## config.mk

```make
export PLATFORM = sky130hd
export DESIGN_NAME = bbr_cell
export DESIGN_NICKNAME = d
export VERILOG_FILES = /design/src/rtl/assert_macros.svh /design/src/rtl/bbr_pkg.sv /design/src/rtl/bbr_cell.sv
export SDC_FILE = /design/constraint.sdc
export NUM_CORES = 1
export LEC_CHECK = 0
export ABC_AREA = 0
export BUFFER_PORTS_ARGS = -buffer_cell sky130_fd_sc_hd__buf_2
export CAP_MARGIN = 40
export CORE_UTILIZATION = 32
export CTS_CLUSTER_SIZE = 28
export DETAILED_ROUTE_END_ITERATION = 12
export PLACE_DENSITY = 0.84
export SETUP_SLACK_MARGIN = 0.1
export SLEW_MARGIN = 5
export SYNTH_ARGS = -nofsm -noshare
export SYNTH_HDL_FRONTEND = slang
export SYNTH_SLANG_ARGS = --single-unit
```

## constraint.sdc

```tcl
create_clock -name clk -period 3 [get_ports clk]
set_input_delay 0.6 -clock clk [delete_from_list [all_inputs] [get_ports clk]]
set_output_delay 0.6 -clock clk [all_outputs]
set_load 0.1 [all_outputs]
```

## src/rtl/assert_macros.svh

```systemverilog
// Assertion macros shared by the buffer RTL.
`ifndef ASSERT_MACROS_SVH
`define ASSERT_MACROS_SVH

`ifndef SYNTHESIS
`define BBR_ASSERT(lbl, clk, rstn, prop) \
	lbl: assert property (@(posedge clk) disable iff (!(rstn)) (prop)) \
		else $error("assertion failed");
`define BBR_ASSERT_NEXT(lbl, clk, rstn, ante, cons) \
	lbl: assert property (@(posedge clk) disable iff (!(rstn)) (ante) |=> (cons)) \
		else $error("assertion failed");
`else
`define BBR_ASSERT(lbl, clk, rstn, prop)
`define BBR_ASSERT_NEXT(lbl, clk, rstn, ante, cons)
`endif

`endif

```

## src/rtl/bbr_pkg.sv

```systemverilog
// Types and constants of the byte buffer with range removal.
`default_nettype none
package bbr_pkg;

	localparam int ACT_W  = 3;
	localparam int BYTE_W = 8;
	localparam int LEN_W  = 11;
	localparam int POS_W  = 10;

	localparam int MIN_CAP = 20;
	localparam logic [LEN_W-1:0] CAP_RESET = 11'd1024;

	typedef enum logic [ACT_W-1:0] {
		ACT_APPEND = 3'd0,
		ACT_READ   = 3'd1,
		ACT_REMOVE = 3'd2,
		ACT_CLEAR  = 3'd3,
		ACT_QUERY  = 3'd4
	} action_t;

	typedef struct packed {
		logic              wr;
		logic              sh;
		logic [BYTE_W-1:0] data;
	} cell_ctl_t;

endpackage
`default_nettype wire

```

## src/rtl/bbr_cell.sv

```systemverilog
// One byte cell of the buffer row: load on append, take the neighbor's byte on shift.
`default_nettype none
module bbr_cell #(
	parameter int AW  = 10,
	parameter int IDX = 0
) (
	input  wire logic                       clk,
	input  wire bbr_pkg::cell_ctl_t         ctl,
	input  wire logic [AW-1:0]              wr_idx,
	input  wire logic [AW-1:0]              sh_start,
	input  wire logic [bbr_pkg::BYTE_W-1:0] nxt,
	output      logic [bbr_pkg::BYTE_W-1:0] q
);

	localparam logic [AW-1:0] MY_IDX = AW'(IDX);

	logic [bbr_pkg::BYTE_W-1:0] byte_q;

	always_ff @(posedge clk) begin
		if (ctl.wr && wr_idx == MY_IDX) begin
			byte_q <= ctl.data;
		end else if (ctl.sh && MY_IDX >= sh_start) begin
			byte_q <= nxt;
		end
	end

	assign q = byte_q;

endmodule
`default_nettype wire

```

### Word-level counts from Yosys, hierarchy flattened

Index checks and enable logic that the tools add are counted.

* $add $sub $neg: 0
* $mul: 0
* divide/modulo/power cells: 0
* magnitude comparators: 1
* equality and inequality tests: 0
* shift operators: 0
* muxes and demuxes: 2
* bitwise logic cells: 0
* reduce and logical (&&, ||, !) cells: 4

Operator list (number)
* 8-bit 2-to-1 mux: 2
* 1-bit by 10-bit >= comparator with 1-bit output, first input constant: 1
* 10-bit zero test: 1
* 1-bit logical AND: 2
* 2-bit nonzero test: 1

* flip-flop bits (word level): 8
* bits in latches: 0
* memory bits (writable): 0
* bits in read-only memories: 0
* bits of input ports: 39
* output and inout port bits: 8
* word-level logic and storage cells: 8
* memories kept: 0

### Longest topological paths before layout

* word-level depth: 4
* gate-level depth with buffers: 3
* gate-level depth less buffers: 3

### Least setup slack after synthesis

OpenSTA, ideal clock, no wires.

* kind: input to register
* from: input port sh_start[7]
* to: register byte_q (netlist bit q[0]) (enable)
* library setup time: 398 ps
* arrival: 1887 ps
* required time: 2602 ps
* path slack: 715 ps
* stages on the path: 3
* path buffers: 0
* cell sequence: nor4b_1 -> nand2_1 -> o41ai_1

* longest elaborated chain between the ends: 3

RTL lines
* from (decl): RTL line bbr_cell.sv:10 `input wire logic [AW-1:0] sh_start,`
* 1-bit by 10-bit >= comparator with 1-bit output: RTL line bbr_cell.sv:22 `end else if (ctl.sh && MY_IDX >= sh_start) begin`
* 1-bit logical AND: RTL line bbr_cell.sv:22
* 2-bit nonzero test (no line)
* to (signal assigned): RTL line bbr_cell.sv:21 `byte_q <= ctl.data;`
* to (signal assigned): RTL line bbr_cell.sv:23 `byte_q <= nxt;`
* to (decl): RTL line bbr_cell.sv:17 `logic [bbr_pkg::BYTE_W-1:0] byte_q;`

No other way between the ends.
A chain may end at the register's enable or synchronous reset.

### Worst setup path after layout

* from: register byte_q (netlist bit q[1])
* to: output port q[1] in the netlist's numbering

RTL lines
* to (decl): RTL line bbr_cell.sv:12 `output logic [bbr_pkg::BYTE_W-1:0] q`

No word-level cell between the ends.

==> run_results.csv <==
group,metric,value,unit
setup_path,path_cells,"buf_2",
timing,finalSetupViolations,0,
place,gp_congestion,0.667,
cells_and_area,layout_commonest_cell,"buf_2",
cells_and_area,drive_above_1_share,82.4,%
setup_path,arrival,1.02,ns
timing,relSlewSlack,67.3,%
drt,wl_per_cell,12.2,um
place,dp_slack,1.15,ns
timing,hold_violations,0,
drt,met2WireLength,580,um
logic_synthesis,syn_avg_cell_area,17.7,um2
drt,vias,415,
cells_and_area,fillers,100,
drt,ant_nets,0,
setup_path,required,2.40,ns
clock_network,cts_tree,"done",
run_status,outcome,"finished clean",
clock_network,clock-sinks,8,
power,seqPwrFrac,50.6,%
clock_network,postCtsSetupBuffers,0,
grt,antenna_found_initial,0,
power,switching_power,0.0508,mW
die,dieArea,0.00148,mm2
timing,tns,0,ns
power,intPower,0.193,mW
setup_path,cp-end-kind,"output pin",
timing,min_period_over_period,54.0,%
clock_network,clockRootBuffer,"clkbuf_4",
setup_path,cpLargestDelayFamily,"buffers and inverters",
logic_synthesis,synthDistinctLibCells,10,
clock_network,post_cts_resized,0,
logic_synthesis,seq_area_frac_synth,56.5,%
setup_path,critical_path.slowest_cell,"buf_2",
power,power_density,346,mW/mm2
power,combPwrFrac,15.0,%
job,cap_violations,0,
setup_path,path_class,"reg -> out",
die,coreArea,0.00117,mm2
timing,tightest_slew,0.494,ns
grt,grt_pass1_vias,395,
logic_synthesis,ys_ff_latch,8,
power,p_leak,0.322,nW
die,die_y,38.5,um
power,irDropWorstVdd,0.000164,V
drt,wl_met1,396,um
hold_path,hp-class,"in -> reg",
drt,routed_wl,1.07,mm
power,swShare,20.9,%
clock_network,ctsHtreeMaxLevel,1,
timing,fin_ws,1.38,ns
setup_path,cp_max_fo,1,
cells_and_area,final_cell_area,703,um2
drt,first_iter_violations,11,
logic_synthesis,syn_area,425,um2
place,dp.cells,85,
logic_synthesis,synth.net_count,63,
clock_network,cts_made_buffers,3,
clock_network,cts_hold_buffers,0,
logic_synthesis,yosysTopAreaCell,"edfxtp_1",
die,row_count,12,
grt,grtUsageTotal,15.8,%
timing,fin_crit,1.62,ns
die,die_w,38.5,um
cells_and_area,area_delta_synth_final,65.3,%
drt,via_per_inst,4.72,
grt,grt_overflow_total,0,
cells_and_area,layout_common_cells,"buf_2, mux2_2, edfxtp_1",
drt,dr_wl_met3,94,um
logic_synthesis,synth.area.top_cells,"edfxtp_1, mux2_2, nor4b_4, nor4_4, nand3_4",
timing,drv_slew,0,
clock_network,clock_path_buffers,2,
timing,max_freq,617,MHz
place,portBuffers,46,
drt,top_layer,"met3",
setup_path,critPathBufInv,1,
cells_and_area,antenna_cells,0,
logic_synthesis,yosysWarnings,0,
die,initial_utilization,36.3,%
timing,rsz0062_at_grt,"false",
setup_path,max_stage_delay,0.43,ns
grt,grt_pass1_wl,1.52,mm
cells_and_area,largest_reg_flops,8,
logic_synthesis,synth_cells,24,
cells_and_area,layout.nets,115,
drt,firstDrtPassIters,2,
logic_synthesis,yosys.area.top_type_share,56.5,%
power,pwr-share-clk,34.5,%
clock_network,clk_pin_slew_worst_paths,0.06,ns
place,place_area,681,um2
die,pin_count,47,
cells_and_area,instances_no_fill,88,
grt,grt_max_degree,10,
setup_path,critPathLaunchType,"flop",
drt,drc_errors,0,
synthesized netlist by cell type (all sizes together):
master  count
edfxtp      8
nor4        2
o41ai       1
nor4b       2
mux2        8
nand3       1
nor3        1
nand2       1
layer usage:
metal	global-route usage [%]	up-vias
met3	1.74	0
li1	-	203
met4	10.3	0
met2	29.7	29
met1	16.2	183
met5	0	-
power groups by stage:
stage	combinational, mW	sequential [mW]	clock (mW)
4_1_cts	0.0369	0.123	0.0873
5_1_grt	0.0395	0.123	0.0900
3_3_place_gp	0.0359	0.125	0
6_report	0.0364	0.123	0.0839
2_1_floorplan	0.00850	0.126	0
3_5_place_dp	0.0367	0.125	0
layout make-up:
class | count | area [um2] | area share [%]
repair buffers | 47 | 238 | 33.8
clock buffers | 3 | 22.5 | 3.20
well taps | 14 | 17.5 | 2.49
multi-input cells | 16 | 185 | 26.3
flip-flops and latches | 8 | 240 | 34.2
per-stage QoR:
stage	utilization (%)	power (mW)	hold slack (ns)
floorplan	-	0.135	0.820
global placement	58.1	0.161	0.906
detailed placement	58.1	0.162	0.906
CTS	60.0	0.247	0.643
global route	60.0	0.252	0.648
finish	60.0	0.243	0.648
logic make-up (layout without fill, tap and decap cells):
| kind of cell | after synthesis | count (layout) | share of synthesized area (%) |
|---|---|---|---|
| muxes | 8 | 8 | 21.2 |
| DFF | 8 | 8 | 56.5 |
| and+or+nand+nor | 7 | 7 | 20.3 |
| AOI/OAI and AO/OA | 1 | 1 | 2.06 |
| buffers and inverters | 0 | 50 | 0 |
path summary, 6_finish.rpt:
kind                  slack [ns]   end  cells past startpoint  startpoint
worst min-delay path        0.65  q[4]                      2      ctl[4]
worst max-delay path        1.38  q[1]                      1        q[1]
(Power assumes the default switching activity.)
